`src/nsb_pkg.sv`:
```
`default_nettype none

package nsb_pkg;

    // width of every coordinate field on the ports
    localparam int FIELD_W = 16;

    // configuration port
    localparam int CFG_DATA_W  = 64;
    localparam int CFG_ADDR_W  = 6;
    localparam int REG_IDX_LSB = 3;
    localparam int REG_IDX_W   = CFG_ADDR_W - REG_IDX_LSB;

    localparam logic [REG_IDX_W-1:0] REG_SRC_BMP_WIDTH  = 3'd0;
    localparam logic [REG_IDX_W-1:0] REG_SRC_BMP_HEIGHT = 3'd1;
    localparam logic [REG_IDX_W-1:0] REG_DST_BMP_WIDTH  = 3'd2;
    localparam logic [REG_IDX_W-1:0] REG_DST_BMP_HEIGHT = 3'd3;
    localparam logic [REG_IDX_W-1:0] REG_SRC_RECT       = 3'd4;
    localparam logic [REG_IDX_W-1:0] REG_DST_RECT       = 3'd5;
    localparam logic [REG_IDX_W-1:0] REG_FILTER_NEAREST = 3'd6;

    typedef enum logic {
        OP_START = 1'b0,
        OP_STEP  = 1'b1
    } nsb_op_t;

    typedef enum logic [1:0] {
        ST_STARTED   = 2'd0,
        ST_EMPTY     = 2'd1,
        ST_PIXEL     = 2'd2,
        ST_IDLE_STEP = 2'd3
    } nsb_status_t;

endpackage

`default_nettype wire

```
`src/nsb_req_if.sv`:
```
`default_nettype none

interface nsb_req_if;
    logic                                 valid;
    logic                                 ready;
    nsb_pkg::nsb_op_t                     op;
    logic signed [nsb_pkg::FIELD_W-1:0]   clip_x;
    logic signed [nsb_pkg::FIELD_W-1:0]   clip_y;
    logic signed [nsb_pkg::FIELD_W-1:0]   clip_width;
    logic signed [nsb_pkg::FIELD_W-1:0]   clip_height;

    modport source (
        output valid, op, clip_x, clip_y, clip_width, clip_height,
        input  ready
    );

    modport sink (
        input  valid, op, clip_x, clip_y, clip_width, clip_height,
        output ready
    );
endinterface

`default_nettype wire

```
`src/nsb_rsp_if.sv`:
```
`default_nettype none

interface nsb_rsp_if;
    logic                          valid;
    logic                          ready;
    nsb_pkg::nsb_status_t          status;
    logic [nsb_pkg::FIELD_W-1:0]   dst_x;
    logic [nsb_pkg::FIELD_W-1:0]   dst_y;
    logic [nsb_pkg::FIELD_W-1:0]   src_x;
    logic [nsb_pkg::FIELD_W-1:0]   src_y;
    logic                          last;

    modport source (
        output valid, status, dst_x, dst_y, src_x, src_y, last,
        input  ready
    );

    modport sink (
        input  valid, status, dst_x, dst_y, src_x, src_y, last,
        output ready
    );
endinterface

`default_nettype wire

```
`src/nearest_stretch_blit_address_gen.sv`:
```
// Stretch-blit address generator with clipping and nearest-neighbor scaling.
// Channels: req (sink) takes words with op and a clip rectangle; rsp (source)
// gives one word per request: status, destination pixel, source pixel, last.
// Bitmap sizes, source and destination rectangles and the filter select are
// written over the APB port (register i at byte address 8*i, 64-bit data).
// A start runs the setup sequencer, one clip step per cycle: source check,
// escape check, bitmap clip, rectangle clip, intersection and area; a reject
// ends it early with ST_EMPTY, else it answers ST_STARTED. A step while idle
// answers with an idle-step status word. A step on an active blit runs two
// bit-serial lanes (x and y) in parallel: a shift-add multiply, then a
// restoring divide, and the pixel word waits until both lanes are done; when
// the destination size is not positive the lanes skip both and give the origin.
// One request is in flight at a time; req.ready is high only while idle.
// The finished word sits in an output register, so the next request is taken
// while rsp is stalled; its answer waits until that register is freed.
// Reset clears the blit state and rsp.valid and sets the registers to their
// defaults (filter_nearest to 1, all others to 0).
`default_nettype none

module nearest_stretch_blit_address_gen #(
    parameter int COORD_BITS = 16
) (
    input  wire logic                                clk,
    input  wire logic                                rst_n,
    input  wire logic                                psel,
    input  wire logic                                penable,
    input  wire logic                                pwrite,
    input  wire logic [nsb_pkg::CFG_ADDR_W-1:0]      paddr,
    input  wire logic [nsb_pkg::CFG_DATA_W-1:0]      pwdata,
    output logic [nsb_pkg::CFG_DATA_W-1:0]           prdata,
    output logic                                     pready,
    nsb_req_if.sink                                  req,
    nsb_rsp_if.source                                rsp
);

    localparam int CW = COORD_BITS;
    localparam int FW = nsb_pkg::FIELD_W;
    localparam int WW = ((CW > 17) ? CW : 17) + 3;

    typedef logic signed [WW-1:0] wide_t;
    typedef logic signed [CW-1:0] crd_t;

    typedef enum logic [3:0] {
        S_IDLE,
        S_SRC,
        S_ESC,
        S_BMP_FAR,
        S_BMP_NEAR,
        S_RECT_FAR,
        S_RECT_NEAR,
        S_ISECT,
        S_AREA,
        S_LAUNCH,
        S_WAIT,
        S_RESP
    } state_t;

    function automatic crd_t wrapc(input wide_t v);
        return v[CW-1:0];
    endfunction

    function automatic crd_t fld(input logic [FW-1:0] raw);
        return wrapc(wide_t'(signed'(raw)));
    endfunction

    // configuration registers
    logic [FW-1:0]                     sbw_reg;
    logic [FW-1:0]                     sbh_reg;
    logic [FW-1:0]                     dbw_reg;
    logic [FW-1:0]                     dbh_reg;
    logic [nsb_pkg::CFG_DATA_W-1:0]    src_rect_reg;
    logic [nsb_pkg::CFG_DATA_W-1:0]    dst_rect_reg;
    logic                              filt_reg;

    logic [nsb_pkg::REG_IDX_W-1:0]     cfg_idx;
    logic                              cfg_wr;

    assign cfg_idx = paddr[nsb_pkg::CFG_ADDR_W-1:nsb_pkg::REG_IDX_LSB];
    assign cfg_wr  = psel && penable && pwrite;
    assign pready  = 1'b1;

    always_ff @(posedge clk or negedge rst_n)
    begin
        if (!rst_n)
        begin
            sbw_reg      <= '0;
            sbh_reg      <= '0;
            dbw_reg      <= '0;
            dbh_reg      <= '0;
            src_rect_reg <= '0;
            dst_rect_reg <= '0;
            filt_reg     <= 1'b1;
        end
        else if (cfg_wr)
        begin
            unique case (cfg_idx)
                nsb_pkg::REG_SRC_BMP_WIDTH:  sbw_reg      <= pwdata[FW-1:0];
                nsb_pkg::REG_SRC_BMP_HEIGHT: sbh_reg      <= pwdata[FW-1:0];
                nsb_pkg::REG_DST_BMP_WIDTH:  dbw_reg      <= pwdata[FW-1:0];
                nsb_pkg::REG_DST_BMP_HEIGHT: dbh_reg      <= pwdata[FW-1:0];
                nsb_pkg::REG_SRC_RECT:       src_rect_reg <= pwdata;
                nsb_pkg::REG_DST_RECT:       dst_rect_reg <= pwdata;
                nsb_pkg::REG_FILTER_NEAREST: filt_reg     <= pwdata[0];
                default:                     ;
            endcase
        end
    end

    always_comb
    begin
        unique case (cfg_idx)
            nsb_pkg::REG_SRC_BMP_WIDTH:  prdata = nsb_pkg::CFG_DATA_W'(sbw_reg);
            nsb_pkg::REG_SRC_BMP_HEIGHT: prdata = nsb_pkg::CFG_DATA_W'(sbh_reg);
            nsb_pkg::REG_DST_BMP_WIDTH:  prdata = nsb_pkg::CFG_DATA_W'(dbw_reg);
            nsb_pkg::REG_DST_BMP_HEIGHT: prdata = nsb_pkg::CFG_DATA_W'(dbh_reg);
            nsb_pkg::REG_SRC_RECT:       prdata = src_rect_reg;
            nsb_pkg::REG_DST_RECT:       prdata = dst_rect_reg;
            nsb_pkg::REG_FILTER_NEAREST: prdata = nsb_pkg::CFG_DATA_W'(filt_reg);
            default:                     prdata = '0;
        endcase
    end

    // rectangle fields, wrapped to the coordinate width
    crd_t sx_f, sy_f, sw_f, sh_f, dx_f, dy_f, dw_f, dh_f;

    assign sx_f = fld(src_rect_reg[15:0]);
    assign sy_f = fld(src_rect_reg[31:16]);
    assign sw_f = fld(src_rect_reg[47:32]);
    assign sh_f = fld(src_rect_reg[63:48]);
    assign dx_f = fld(dst_rect_reg[15:0]);
    assign dy_f = fld(dst_rect_reg[31:16]);
    assign dw_f = fld(dst_rect_reg[47:32]);
    assign dh_f = fld(dst_rect_reg[63:48]);

    // sequencer and datapath registers
    state_t                 state_reg;
    crd_t                   cx_reg, cy_reg, cw_reg, ch_reg;
    crd_t                   sw_reg, sh_reg;
    wide_t                  l_reg, t_reg, r_reg, b_reg;
    wide_t                  px_reg, py_reg;
    crd_t                   area_l_reg, area_t_reg, area_w_reg, area_h_reg;
    crd_t                   eff_w_reg, eff_h_reg;
    logic [CW-1:0]          col_reg, row_reg;
    logic                   active_reg;
    nsb_pkg::nsb_status_t   res_status_reg;
    logic [FW-1:0]          res_dst_x_reg, res_dst_y_reg;
    logic                   res_last_reg;
    logic                   out_valid_reg;
    nsb_pkg::nsb_status_t   out_status_reg;
    logic [FW-1:0]          out_dst_x_reg, out_dst_y_reg;
    logic [FW-1:0]          out_src_x_reg, out_src_y_reg;
    logic                   out_last_reg;

    // full-precision views
    wide_t sxw, syw, sww, shw, dxw, dyw, dww, dhw;
    wide_t cxw, cyw, cww, chw;
    wide_t sbw_w, sbh_w, dbw_w, dbh_w;
    wide_t cx_end, cy_end, dx_end, dy_end;
    wide_t colw, roww, awm1, ahm1;
    wide_t off_x_w, off_y_w;

    assign sxw    = wide_t'(sx_f);
    assign syw    = wide_t'(sy_f);
    assign sww    = wide_t'(sw_f);
    assign shw    = wide_t'(sh_f);
    assign dxw    = wide_t'(dx_f);
    assign dyw    = wide_t'(dy_f);
    assign dww    = wide_t'(dw_f);
    assign dhw    = wide_t'(dh_f);
    assign cxw    = wide_t'(cx_reg);
    assign cyw    = wide_t'(cy_reg);
    assign cww    = wide_t'(cw_reg);
    assign chw    = wide_t'(ch_reg);
    assign sbw_w  = wide_t'(sbw_reg);
    assign sbh_w  = wide_t'(sbh_reg);
    assign dbw_w  = wide_t'(dbw_reg);
    assign dbh_w  = wide_t'(dbh_reg);
    assign cx_end = cxw + cww;
    assign cy_end = cyw + chw;
    assign dx_end = dxw + dww;
    assign dy_end = dyw + dhw;
    assign colw   = wide_t'(col_reg);
    assign roww   = wide_t'(row_reg);
    assign awm1   = wide_t'(area_w_reg) - wide_t'(1);
    assign ahm1   = wide_t'(area_h_reg) - wide_t'(1);
    assign off_x_w = px_reg - dxw;
    assign off_y_w = py_reg - dyw;

    crd_t   aw_n, ah_n;
    logic   src_reject, esc_fail, area_fail, setup_fail, fin;

    assign aw_n = wrapc(r_reg - l_reg);
    assign ah_n = wrapc(b_reg - t_reg);

    assign src_reject = (sxw >= sbw_w) || (syw >= sbh_w) || sxw[WW-1] || syw[WW-1];

    // right and bottom escapes test the bitmap width and height, not the rectangle size
    assign esc_fail = (dxw >= cx_end) || (dyw >= cy_end)
                   || (dxw + dbw_w - wide_t'(1) < cxw)
                   || (dyw + dbh_w - wide_t'(1) < cyw);

    assign area_fail = (r_reg <= l_reg) || (b_reg <= t_reg)
                    || aw_n[CW-1] || (aw_n == '0)
                    || ah_n[CW-1] || (ah_n == '0)
                    || !filt_reg;

    always_comb
    begin
        unique case (state_reg)
            S_SRC:   setup_fail = src_reject;
            S_ESC:   setup_fail = esc_fail;
            S_AREA:  setup_fail = area_fail;
            default: setup_fail = 1'b0;
        endcase
    end

    assign fin = (colw >= awm1) && (roww >= ahm1);

    // scaling lanes
    logic signed [CW+1:0]   off_x, off_y;
    logic                   lane_start;
    logic                   busy_x, busy_y;
    logic [FW-1:0]          lane_x_res, lane_y_res;
    logic                   out_load;

    assign off_x      = off_x_w[CW+1:0];
    assign off_y      = off_y_w[CW+1:0];
    assign lane_start = (state_reg == S_LAUNCH);
    assign out_load   = (state_reg == S_RESP) && (!out_valid_reg || rsp.ready);

    nsb_scale #(
        .CW     (CW)
    ) u_scale_x (
        .clk    (clk),
        .rst_n  (rst_n),
        .start  (lane_start),
        .off    (off_x),
        .ssize  (eff_w_reg),
        .dsize  (dw_f),
        .sorg   (sx_f),
        .busy   (busy_x),
        .result (lane_x_res)
    );

    nsb_scale #(
        .CW     (CW)
    ) u_scale_y (
        .clk    (clk),
        .rst_n  (rst_n),
        .start  (lane_start),
        .off    (off_y),
        .ssize  (eff_h_reg),
        .dsize  (dh_f),
        .sorg   (sy_f),
        .busy   (busy_y),
        .result (lane_y_res)
    );

    always_ff @(posedge clk or negedge rst_n)
    begin
        if (!rst_n)
        begin
            state_reg     <= S_IDLE;
            active_reg    <= 1'b0;
            col_reg       <= '0;
            row_reg       <= '0;
            area_l_reg    <= '0;
            area_t_reg    <= '0;
            area_w_reg    <= '0;
            area_h_reg    <= '0;
            eff_w_reg     <= '0;
            eff_h_reg     <= '0;
            out_valid_reg <= 1'b0;
        end
        else
        begin
            unique case (state_reg)
                S_IDLE:
                begin
                    if (req.valid)
                    begin
                        cx_reg <= wrapc(wide_t'(req.clip_x));
                        cy_reg <= wrapc(wide_t'(req.clip_y));
                        cw_reg <= wrapc(wide_t'(req.clip_width));
                        ch_reg <= wrapc(wide_t'(req.clip_height));
                        if (req.op == nsb_pkg::OP_START)
                        begin
                            col_reg   <= '0;
                            row_reg   <= '0;
                            state_reg <= S_SRC;
                        end
                        else if (!active_reg)
                        begin
                            res_status_reg <= nsb_pkg::ST_IDLE_STEP;
                            res_dst_x_reg  <= '0;
                            res_dst_y_reg  <= '0;
                            res_last_reg   <= 1'b0;
                            state_reg      <= S_RESP;
                        end
                        else
                        begin
                            px_reg    <= wide_t'(area_l_reg) + colw;
                            py_reg    <= wide_t'(area_t_reg) + roww;
                            state_reg <= S_LAUNCH;
                        end
                    end
                end
                S_SRC:
                begin
                    sw_reg <= (sxw + sww > sbw_w) ? wrapc(sbw_w - sxw) : sw_f;
                    sh_reg <= (syw + shw > sbh_w) ? wrapc(sbh_w - syw) : sh_f;
                    if (src_reject)
                        state_reg <= S_RESP;
                    else
                        state_reg <= S_ESC;
                end
                S_ESC:
                begin
                    if (esc_fail)
                        state_reg <= S_RESP;
                    else
                        state_reg <= S_BMP_FAR;
                end
                S_BMP_FAR:
                begin
                    if (cx_end > dbw_w)
                        cw_reg <= wrapc(dbw_w - cxw);
                    if (cy_end > dbh_w)
                        ch_reg <= wrapc(dbh_w - cyw);
                    state_reg <= S_BMP_NEAR;
                end
                S_BMP_NEAR:
                begin
                    if (cxw[WW-1])
                    begin
                        cw_reg <= wrapc(cww + cxw);
                        cx_reg <= '0;
                    end
                    if (cyw[WW-1])
                    begin
                        ch_reg <= wrapc(chw + cyw);
                        cy_reg <= '0;
                    end
                    state_reg <= S_RECT_FAR;
                end
                S_RECT_FAR:
                begin
                    if (cx_end > dx_end)
                        cw_reg <= wrapc(dx_end - cxw);
                    if (cy_end > dy_end)
                        ch_reg <= wrapc(dy_end - cyw);
                    state_reg <= S_RECT_NEAR;
                end
                S_RECT_NEAR:
                begin
                    if (cxw <= dxw)
                    begin
                        cw_reg <= wrapc(cww - (dxw - cxw));
                        cx_reg <= dx_f;
                    end
                    if (cyw <= dyw)
                    begin
                        ch_reg <= wrapc(chw - (dyw - cyw));
                        cy_reg <= dy_f;
                    end
                    state_reg <= S_ISECT;
                end
                S_ISECT:
                begin
                    l_reg     <= (cxw > dxw) ? cxw : dxw;
                    t_reg     <= (cyw > dyw) ? cyw : dyw;
                    r_reg     <= (cx_end < dx_end) ? cx_end : dx_end;
                    b_reg     <= (cy_end < dy_end) ? cy_end : dy_end;
                    state_reg <= S_AREA;
                end
                S_AREA:
                begin
                    area_l_reg <= wrapc(l_reg);
                    area_t_reg <= wrapc(t_reg);
                    area_w_reg <= aw_n;
                    area_h_reg <= ah_n;
                    eff_w_reg  <= sw_reg;
                    eff_h_reg  <= sh_reg;
                    state_reg  <= S_RESP;
                end
                S_LAUNCH:
                begin
                    res_status_reg <= nsb_pkg::ST_PIXEL;
                    res_dst_x_reg  <= px_reg[FW-1:0];
                    res_dst_y_reg  <= py_reg[FW-1:0];
                    res_last_reg   <= fin;
                    if (fin)
                    begin
                        active_reg <= 1'b0;
                        col_reg    <= '0;
                        row_reg    <= '0;
                    end
                    else if (colw >= awm1)
                    begin
                        col_reg <= '0;
                        row_reg <= row_reg + CW'(1);
                    end
                    else
                    begin
                        col_reg <= col_reg + CW'(1);
                    end
                    state_reg <= S_WAIT;
                end
                S_WAIT:
                begin
                    if (!busy_x && !busy_y)
                        state_reg <= S_RESP;
                end
                S_RESP:
                begin
                    if (out_load)
                    begin
                        out_status_reg <= res_status_reg;
                        out_dst_x_reg  <= res_dst_x_reg;
                        out_dst_y_reg  <= res_dst_y_reg;
                        out_last_reg   <= res_last_reg;
                        if (res_status_reg == nsb_pkg::ST_PIXEL)
                        begin
                            out_src_x_reg <= lane_x_res;
                            out_src_y_reg <= lane_y_res;
                        end
                        else
                        begin
                            out_src_x_reg <= '0;
                            out_src_y_reg <= '0;
                        end
                        state_reg <= S_IDLE;
                    end
                end
                default:
                begin
                    state_reg <= S_IDLE;
                end
            endcase

            if (out_load)
                out_valid_reg <= 1'b1;
            else if (rsp.valid && rsp.ready)
                out_valid_reg <= 1'b0;

            // setup ends early on a reject; the area step also decides success
            if (setup_fail)
            begin
                active_reg     <= 1'b0;
                res_status_reg <= nsb_pkg::ST_EMPTY;
                res_dst_x_reg  <= '0;
                res_dst_y_reg  <= '0;
                res_last_reg   <= 1'b0;
            end
            else if (state_reg == S_AREA)
            begin
                active_reg     <= 1'b1;
                res_status_reg <= nsb_pkg::ST_STARTED;
                res_dst_x_reg  <= '0;
                res_dst_y_reg  <= '0;
                res_last_reg   <= 1'b0;
            end
        end
    end

    assign req.ready  = (state_reg == S_IDLE);
    assign rsp.valid  = out_valid_reg;
    assign rsp.status = out_status_reg;
    assign rsp.dst_x  = out_dst_x_reg;
    assign rsp.dst_y  = out_dst_y_reg;
    assign rsp.src_x  = out_src_x_reg;
    assign rsp.src_y  = out_src_y_reg;
    assign rsp.last   = out_last_reg;

    a_active_area: assert property (@(posedge clk) disable iff (!rst_n)
        active_reg |-> (!area_w_reg[CW-1] && (area_w_reg != '0)
                        && !area_h_reg[CW-1] && (area_h_reg != '0)))
        else $error("active blit with empty area");

    a_walk_in_area: assert property (@(posedge clk) disable iff (!rst_n)
        active_reg |-> ((colw <= awm1) && (roww <= ahm1)))
        else $error("pixel walk left the clipped area");

    a_idle_fields_zero: assert property (@(posedge clk) disable iff (!rst_n)
        (rsp.valid && (rsp.status != nsb_pkg::ST_PIXEL)) |->
            ((rsp.dst_x == '0) && (rsp.dst_y == '0) && (rsp.src_x == '0)
             && (rsp.src_y == '0) && !rsp.last))
        else $error("status word carries pixel fields");

    a_last_ends_blit: assert property (@(posedge clk) disable iff (!rst_n)
        (out_load && (res_status_reg == nsb_pkg::ST_PIXEL) && res_last_reg)
            |-> !active_reg)
        else $error("last pixel sent while blit still active");

    a_wait_after_launch: assert property (@(posedge clk) disable iff (!rst_n)
        (state_reg == S_WAIT) |->
            ($past(state_reg == S_LAUNCH) || $past(state_reg == S_WAIT)))
        else $error("lanes awaited without a launch");

endmodule

`default_nettype wire

```
`src/nsb_scale.sv`:
```
`default_nettype none

// one source coordinate: (off * ssize) / dsize + sorg, truncating toward zero
// bit-serial shift-add multiply, then bit-serial restoring divide
module nsb_scale #(
    parameter int CW = 16
) (
    input  wire logic                           clk,
    input  wire logic                           rst_n,
    input  wire logic                           start,
    input  wire logic signed [CW+1:0]           off,
    input  wire logic signed [CW-1:0]           ssize,
    input  wire logic signed [CW-1:0]           dsize,
    input  wire logic signed [CW-1:0]           sorg,
    output logic                                busy,
    output logic [nsb_pkg::FIELD_W-1:0]         result
);

    localparam int OW   = CW + 2;
    localparam int PW   = OW + CW;
    localparam int CNTW = $clog2(PW);
    localparam int FW   = nsb_pkg::FIELD_W;
    localparam int XW   = (CW > FW) ? CW : FW;

    typedef enum logic [1:0] {
        L_IDLE,
        L_MUL,
        L_DIV,
        L_FIN
    } lane_state_t;

    lane_state_t        state_reg;
    logic [CNTW-1:0]    cnt_reg;
    logic [PW-1:0]      mcand_reg;
    logic [CW-1:0]      mplier_reg;
    logic [PW-1:0]      acc_reg;
    logic [CW-1:0]      rem_reg;
    logic [CW-1:0]      dsz_reg;
    logic               neg_reg;
    logic               byp_reg;
    logic [FW-1:0]      org_reg;
    logic [FW-1:0]      res_reg;

    logic [OW-1:0]      off_mag;
    logic [CW-1:0]      ss_mag;
    logic signed [XW-1:0] sorg_x;
    logic [CW-1:0]      shifted;
    logic               ge;
    logic [FW-1:0]      q16;
    logic [FW-1:0]      q16_signed;

    assign off_mag    = off[OW-1] ? OW'(-off) : OW'(off);
    assign ss_mag     = ssize[CW-1] ? CW'(-ssize) : CW'(ssize);
    assign sorg_x     = XW'(sorg);
    assign shifted    = {rem_reg[CW-2:0], acc_reg[PW-1]};
    assign ge         = (shifted >= dsz_reg);
    assign q16        = acc_reg[FW-1:0];
    assign q16_signed = neg_reg ? (~q16 + FW'(1)) : q16;

    always_ff @(posedge clk or negedge rst_n)
    begin
        if (!rst_n)
        begin
            state_reg <= L_IDLE;
            cnt_reg   <= '0;
        end
        else
        begin
            unique case (state_reg)
                L_IDLE:
                begin
                    if (start)
                    begin
                        mcand_reg  <= PW'(off_mag);
                        mplier_reg <= ss_mag;
                        acc_reg    <= '0;
                        rem_reg    <= '0;
                        dsz_reg    <= dsize[CW-1:0];
                        neg_reg    <= off[OW-1] ^ ssize[CW-1];
                        byp_reg    <= dsize[CW-1] || (dsize == '0);
                        org_reg    <= sorg_x[FW-1:0];
                        cnt_reg    <= '0;
                        // a non-positive destination size gives the origin alone
                        if (dsize[CW-1] || (dsize == '0))
                            state_reg <= L_FIN;
                        else
                            state_reg <= L_MUL;
                    end
                end
                L_MUL:
                begin
                    if (mplier_reg[0])
                        acc_reg <= acc_reg + mcand_reg;
                    mcand_reg  <= {mcand_reg[PW-2:0], 1'b0};
                    mplier_reg <= {1'b0, mplier_reg[CW-1:1]};
                    if (cnt_reg == CNTW'(CW - 1))
                    begin
                        cnt_reg   <= '0;
                        state_reg <= L_DIV;
                    end
                    else
                    begin
                        cnt_reg <= cnt_reg + CNTW'(1);
                    end
                end
                L_DIV:
                begin
                    // quotient bits shift in where dividend bits leave
                    rem_reg <= ge ? (shifted - dsz_reg) : shifted;
                    acc_reg <= {acc_reg[PW-2:0], ge};
                    if (cnt_reg == CNTW'(PW - 1))
                    begin
                        cnt_reg   <= '0;
                        state_reg <= L_FIN;
                    end
                    else
                    begin
                        cnt_reg <= cnt_reg + CNTW'(1);
                    end
                end
                L_FIN:
                begin
                    res_reg   <= byp_reg ? org_reg : (q16_signed + org_reg);
                    state_reg <= L_IDLE;
                end
                default:
                begin
                    state_reg <= L_IDLE;
                end
            endcase
        end
    end

    assign busy   = (state_reg != L_IDLE);
    assign result = res_reg;

endmodule

`default_nettype wire
```
`src/flat_wrapper.sv`:
```
// flat-port wrapper written by rule: the top's interface ports become plain ports
module nearest_stretch_blit_address_gen_flat 
#(
    parameter int COORD_BITS = 16
)
  (clk, rst_n, psel, penable, pwrite, paddr, pwdata, prdata, pready, req_valid, req_op, req_clip_x, req_clip_y, req_clip_width, req_clip_height, req_ready, rsp_valid, rsp_status, rsp_dst_x, rsp_dst_y, rsp_src_x, rsp_src_y, rsp_last, rsp_ready);
  nsb_req_if req_i ();
  nsb_rsp_if rsp_i ();
  input  wire logic clk;
  input  wire logic rst_n;
  input  wire logic psel;
  input  wire logic penable;
  input  wire logic pwrite;
  input  wire logic [nsb_pkg::CFG_ADDR_W-1:0] paddr;
  input  wire logic [nsb_pkg::CFG_DATA_W-1:0] pwdata;
  output logic [nsb_pkg::CFG_DATA_W-1:0] prdata;
  output logic pready;
  input wire logic [$bits(req_i.valid)-1:0] req_valid;
  input wire logic [$bits(req_i.op)-1:0] req_op;
  input wire logic [$bits(req_i.clip_x)-1:0] req_clip_x;
  input wire logic [$bits(req_i.clip_y)-1:0] req_clip_y;
  input wire logic [$bits(req_i.clip_width)-1:0] req_clip_width;
  input wire logic [$bits(req_i.clip_height)-1:0] req_clip_height;
  output wire logic [$bits(req_i.ready)-1:0] req_ready;
  output wire logic [$bits(rsp_i.valid)-1:0] rsp_valid;
  output wire logic [$bits(rsp_i.status)-1:0] rsp_status;
  output wire logic [$bits(rsp_i.dst_x)-1:0] rsp_dst_x;
  output wire logic [$bits(rsp_i.dst_y)-1:0] rsp_dst_y;
  output wire logic [$bits(rsp_i.src_x)-1:0] rsp_src_x;
  output wire logic [$bits(rsp_i.src_y)-1:0] rsp_src_y;
  output wire logic [$bits(rsp_i.last)-1:0] rsp_last;
  input wire logic [$bits(rsp_i.ready)-1:0] rsp_ready;
  assign req_i.valid = req_valid;
  assign req_i.op = req_op;
  assign req_i.clip_x = req_clip_x;
  assign req_i.clip_y = req_clip_y;
  assign req_i.clip_width = req_clip_width;
  assign req_i.clip_height = req_clip_height;
  assign req_ready = req_i.ready;
  assign rsp_valid = rsp_i.valid;
  assign rsp_status = rsp_i.status;
  assign rsp_dst_x = rsp_i.dst_x;
  assign rsp_dst_y = rsp_i.dst_y;
  assign rsp_src_x = rsp_i.src_x;
  assign rsp_src_y = rsp_i.src_y;
  assign rsp_last = rsp_i.last;
  assign rsp_i.ready = rsp_ready;
  nearest_stretch_blit_address_gen #(.COORD_BITS(COORD_BITS)) u_core (.clk(clk), .rst_n(rst_n), .psel(psel), .penable(penable), .pwrite(pwrite), .paddr(paddr), .pwdata(pwdata), .prdata(prdata), .pready(pready), .req(req_i), .rsp(rsp_i));
endmodule
```
`config.mk`:
```
export PLATFORM = sky130hd
export DESIGN_NAME = nearest_stretch_blit_address_gen_flat
export DESIGN_NICKNAME = d
export VERILOG_FILES = /design/src/nsb_pkg.sv /design/src/nsb_req_if.sv /design/src/nsb_rsp_if.sv /design/src/nearest_stretch_blit_address_gen.sv /design/src/nsb_scale.sv /design/src/flat_wrapper.sv
export SDC_FILE = /design/constraint.sdc
export NUM_CORES = 2
export LEC_CHECK = 0
export ABC_AREA = 0
export BUFFER_PORTS_ARGS = -buffer_cell sky130_fd_sc_hd__buf_2
export CAP_MARGIN = 20
export CORE_ASPECT_RATIO = 0.7
export CORE_MARGIN = 2
export CORE_UTILIZATION = 48
export CTS_BUF_LIST = sky130_fd_sc_hd__clkbuf_2
export CTS_CLUSTER_SIZE = 16
export DETAILED_ROUTE_END_ITERATION = 8
export MAX_ROUTING_LAYER = met4
export PLACE_DENSITY = 0.7
export SYNTH_ARGS = -nofsm -noshare
export SYNTH_HDL_FRONTEND = slang
export SYNTH_SLANG_ARGS = --single-unit
export TNS_END_PERCENT = 100
```
`constraint.sdc`:
```
create_clock -name clk -period 16.1 [get_ports clk]
set_input_delay 3.22 -clock clk [delete_from_list [all_inputs] [get_ports clk]]
set_output_delay 3.22 -clock clk [all_outputs]
set_load 0.05 [all_outputs]
```
Yosys cells after proc, flatten, opt, wreduce, memory -nomap -nowiden
Index checks and enable logic that the tools add are counted.

Bits in registers: 955. Latch bits: 0. Memory bits (writable): 0. ROM bits: 0. Input bits: 142. Output and inout port bits: 134. Word-level logic and storage cells: 379. Memories kept: 0.

Add/sub/neg operators: 44. Multiply operators: 0. Div/mod/pow operators: 0. $lt $le $gt $ge: 24. Equality and inequality tests: 49. Shift operators: 0. Multiplexer cells: 110. Bitwise gates (word level): 4. Reductions and logical operators: 83.

Operator list (count): 2-to-1 mux 16 bit (36); one-hot mux 64 bit (7 select lines) (1); one-hot mux 34 bit (3 select lines) (2); one-hot mux 16 bit (2 select lines) (6); subtractor 16 bit (12); 2-to-1 mux 34 bit (5); one-hot mux 16 bit (5 select lines) (2); one-hot mux 34 bit (2 select lines) (2); adder 16 x 16 -> 17 bit (6); one-hot mux 16 bit (3 select lines) (2); 2-to-1 mux 20 bit (4); 2-to-1 mux 15 bit (5); adder 16 x 17 -> 18 bit (4); adder 34 bit (2); >= comparator 16 x 17 -> 1 bit (4); greater-than comparator 17 bit (4); adder 16 x 1 -> 16 bit (second input constant) (4); zero test 16 bit (4); one-hot mux 15 bit (2 select lines) (2); one-hot mux 4 bit (12 select lines) (1); >= comparator 17 x 20 -> 1 bit (2); greater-than comparator 20 x 17 -> 1 bit (2); <= comparator 20 bit (2); < comparator 20 x 16 -> 1 bit (2); other kinds (53) (198).

Depth between registers and ports, before layout
Word-level depth: 10. Depth in mapped cells: 25. Depth with buffers taken out: 23.

Cells and area by module
From an unflattened synthesis, not the netlist that was laid out.

Cells, all modules: 7470. Area, all modules: 70084.7 sq um.

Modules (own cells, without submodules): nearest_stretch_blit_address_gen (instances 1, cells each 5338, area each 49025.8 sq um, sequential area each 17192.7 sq um); nsb_scale (u_core.u_scale_x) (instances 1, cells each 1077, area each 10592.7 sq um, sequential area each 4674.5 sq um); nsb_scale (u_core.u_scale_y) (instances 1, cells each 1055, area each 10466.3 sq um, sequential area each 4674.5 sq um).

Worst setup path before layout
OpenSTA, ideal clock, no wires.

Path kind: input to register. Start point: input rst_n. End point: register u_core.u_scale_x.acc_reg[0], enable pin. Library setup time: 0.610 ns. Arrival: 8.833 ns. Required time: 15.490 ns. Path slack: 6.657 ns. Cell stages on the path: 2. Buffers on the path: 0. Path through: clkinv_1 a2111oi_0.

Cells in the longest elaborated chain, start to end: 1.

Ends and longest elaborated chain: start, declared (RTL line flat_wrapper.sv:10) `input wire logic rst_n;`; AND reduction 4 bit (no source line); end signal, assigned (RTL line nsb_scale.sv:93) `acc_reg <= acc_reg + mcand_reg;`; end signal, assigned (RTL line nsb_scale.sv:110) `acc_reg <= {acc_reg[PW-2:0], ge};`; end, declared (RTL line nsb_scale.sv:36) `logic [PW-1:0] acc_reg;`.

No other way between the ends. A chain may end at the register's enable or synchronous reset.

Worst setup path after layout
Start point: input paddr[3] (netlist name). End point: output prdata[9] (netlist name).

Cells in the longest elaborated chain, start to end: 2.

Ends and longest elaborated chain: start, declared (RTL line flat_wrapper.sv:14) `input wire logic [nsb_pkg::CFG_ADDR_W-1:0] paddr;`; == test 3 bit (tied with other cells) (RTL line nearest_stretch_blit_address_gen.sv:111) `unique case (cfg_idx)`; one-hot mux 64 bit (7 select lines) * (RTL line nearest_stretch_blit_address_gen.sv:111); end, declared (RTL line flat_wrapper.sv:16) `output logic [nsb_pkg::CFG_DATA_W-1:0] prdata;`.

Every way passes the cells marked *; elsewhere a longest branch is shown, timed or not.

==> metrics.yaml <==
logic_synthesis:
  synth_area_um2: 68600
  synth.most_common_cell: "nand2_1"
  ys_seq_elements: 941
  synthFlopType: "edfxtp_1"
  synth_area_leader_cell: "edfxtp_1"
  synth_edf_count: 598
  synth_common_cells: "nand2_1, ha_1, o21ai_0, edfxtp_1, inv_1"
  postSynth.asyncResetShare_pct: 36.5
  synth_area_leaders: "edfxtp_1, ha_1, dfrtp_1, o21ai_0, nand2_1"
  synth_top_cell_area_share_pct: 26.2
  avgSynthCellArea_um2: 9.42
  ys_warn_count: 0
  syn_nets: 8220
  yosysSeqAreaShare_pct: 38.7
  synthCells: 7282
  synth_cell_types: 101
grt:
  antenna_found_initial: 23
  grt_max_degree: 151
  grt_pass1_vias: 54500
  grt_first_pass_wirelength_mm: 348
  grt_remaining_overflow: 0
  grt_use_total_pct: 32.7
finish:
  final_nets: 8594
  layout-drive-gt1-share_pct: 11.8
  multi_input_comb_area_um2: 39400
  syn_to_final_growth_pct: 8.92
  ff_latch_area_um2: 26500
  fillerInstances: 13100
floorplan:
  initial_core_util_pct: 48.2
  rows: 116
  core-area_um2: 142000
  fp.dieW_um: 456
  fp.dieH_um: 320
  io_pins: 276
  die_area_um2: 146000
power_and_ir_drop:
  p_clk_share_pct: 12.4
  p_switching_mw: 7.04
  p_seq_share_pct: 28.8
  ir_drop_uv: 144
  p_per_area_nw_per_um2: 193
  total_power_mw: 14.4
  p_sw_share_pct: 48.8
  p_leak_nw: 32.9
  combPwrFrac_pct: 58.8
  p_int_mw: 7.38
routing:
  dr.pass1.iters: 6
  drt-wirelength-per-cell_um: 24.3
  final_antenna_net_count: 0
  via_count: 59100
  routed_wl_mm: 238
  viasPerCell: 6.05
  drc_errors: 0
  dr.first_iter.drc_count: 6866
sta:
  report.final.slew_viol_count: 0
  tightest_slew_ns: 1.32
  hold_violations: 0
  setup_tns_ns: 0
  clock.fmax_mhz: 111
  finalSetupViolCount: 0
  skew_ns: 0.166
  relSlewSlack_pct: 11.8
  post-route-period-util_pct: 55.8
  rsz0062_at_grt: "no"
  fin_crit_ns: 8.99
setup_path:
  worst_setup_path_start_kind: "input pin"
  end_kind: "output port"
  worstPathRequired_ns: 12.88
  worstSetupPathType: "input pin to output port"
  arrival_ns: 5.77
  path_max_fanout: 14
place:
  port-buffer-count: 271
  place.detailed.hpwl_mm: 186
  gp_congestion: 1.03
clock_tree:
  root_buffer: "clkbuf_2"
  clock-sinks: 941
  clock_latency_ns: 1.90
  cts_made_buffers: 231
  cts_tree: "yes"
  clk_pin_slew_ns: 0.12
  cts_max_level: 4
  post-cts-setup-buffers: 0
  cts_resized: 0
  clockBufferDepth: 3
  ctsHoldBuffers: 0
job:
  drv_cap: 0
min_path:
  min_path_type: "register to register"
outcome:
  outcome: "finished, final reports clean"
## cells by family (layout without fill, tap and decap cells)
| kind of cell | Yosys count | in the layout | synth area share, % |
|---|---|---|---|
| compound gates | 1997 | 1997 | 18.3 |
| fa+ha+maj | 796 | 796 | 15.1 |
| mux | 150 | 150 | 2.39 |
| simple gates | 2125 | 2125 | 14.8 |
| other cells | 1 | 23 | 0.00547 |
| buf+inv | 758 | 1330 | 4.19 |
| flops | 941 | 941 | 38.7 |
| xor+xnor | 514 | 514 | 6.56 |
## metrics by stage
step	cells	setup WS [ns]	utilization (%)	area [um^2]	hold WS, ns
after floorplan	7282	6.66	-	68600	0.415
after global placement	9303	7.26	50.8	72300	0.420
after detailed placement	9304	7.25	50.8	72300	0.427
after CTS	9735	7.25	52.4	74600	0.418
after global routing	9758	7.10	52.5	74700	0.442
final	9764	7.11	52.5	74700	0.409
## metal layers
layer	wire length (um)	vias up	GRT usage (%)
li1	-	27300	-
met1	107000	28500	46.4
met2	97400	2808	45.1
met3	26500	378	8.89
met4	7150	0	10.0
met5	0	-	-
## final cells by class
class	instances	share of cell area, %
clock buffer	331	2.22
clock inverter	100	0.800
tap	1888	3.16
multi-input combinational	5583	52.7
timing repair buffer	357	2.80
inverter	542	2.72
antenna	22	0.0737
sequential	941	35.5
## power by group through the flow
stage / Clock [mW] / Combinational (mW) / Sequential (mW)
after detailed placement: 0 / 8.21 / 4.17
final: 1.79 / 8.48 / 4.15
after CTS: 1.82 / 8.28 / 4.12
after floorplan: 0 / 5.99 / 3.90
after global placement: 0 / 8.02 / 4.15
after global routing: 1.94 / 9.30 / 4.19
## final timing paths
check,slack (ns),startpoint,cells after the start,endpoint
max in group asynchronous,13.22,rst_n,3,u_core.area_t_reg[5]
min,0.41,u_core.u_scale_x.mplier_reg[2],2,u_core.u_scale_x.mplier_reg[1]
min in group asynchronous,1.26,rst_n,1,u_core.area_w_reg[4]
max,7.11,paddr[3],6,prdata[9]
max reg2reg,8.23,u_core.cy_reg[0],22,u_core.res_dst_x_reg[3]
min reg2reg,0.41,u_core.u_scale_x.mplier_reg[2],2,u_core.u_scale_x.mplier_reg[1]
## cells in the final DEF (no fill, tap or decap), types with 54 or more instances in the layout
cell	Yosys	final
and2_1	100	99
buf_4	1	78
nand3_1	156	156
o21a_1	92	92
nand2b_1	90	88
mux2_2	89	89
xnor2_1	324	324
xor2_1	190	189
nand2_1	844	842
fa_1	54	54
nand4_1	74	74
clkbuf_2	0	331
nor2b_1	103	102
or3_1	55	55
o21ai_0	731	730
clkinv_1	4	67
a31oi_1	54	54
ha_1	742	740
mux2i_1	55	55
dfrtp_1	342	342
a21oi_1	385	381
o31ai_1	63	63
nor3_1	149	146
and3_1	59	59
inv_1	537	537
buf_2	9	270
a21o_1	160	160
nor2_1	346	334
edfxtp_1	598	598
## critical path: stages
cell and delay, ns:
buf_2 0.22, nor2b_1 0.22, nor2b_1 0.94, inv_1 0.22
o221ai_1 0.56, buf_2 0.38
Note: power is estimated with default switching activity, not from simulation.
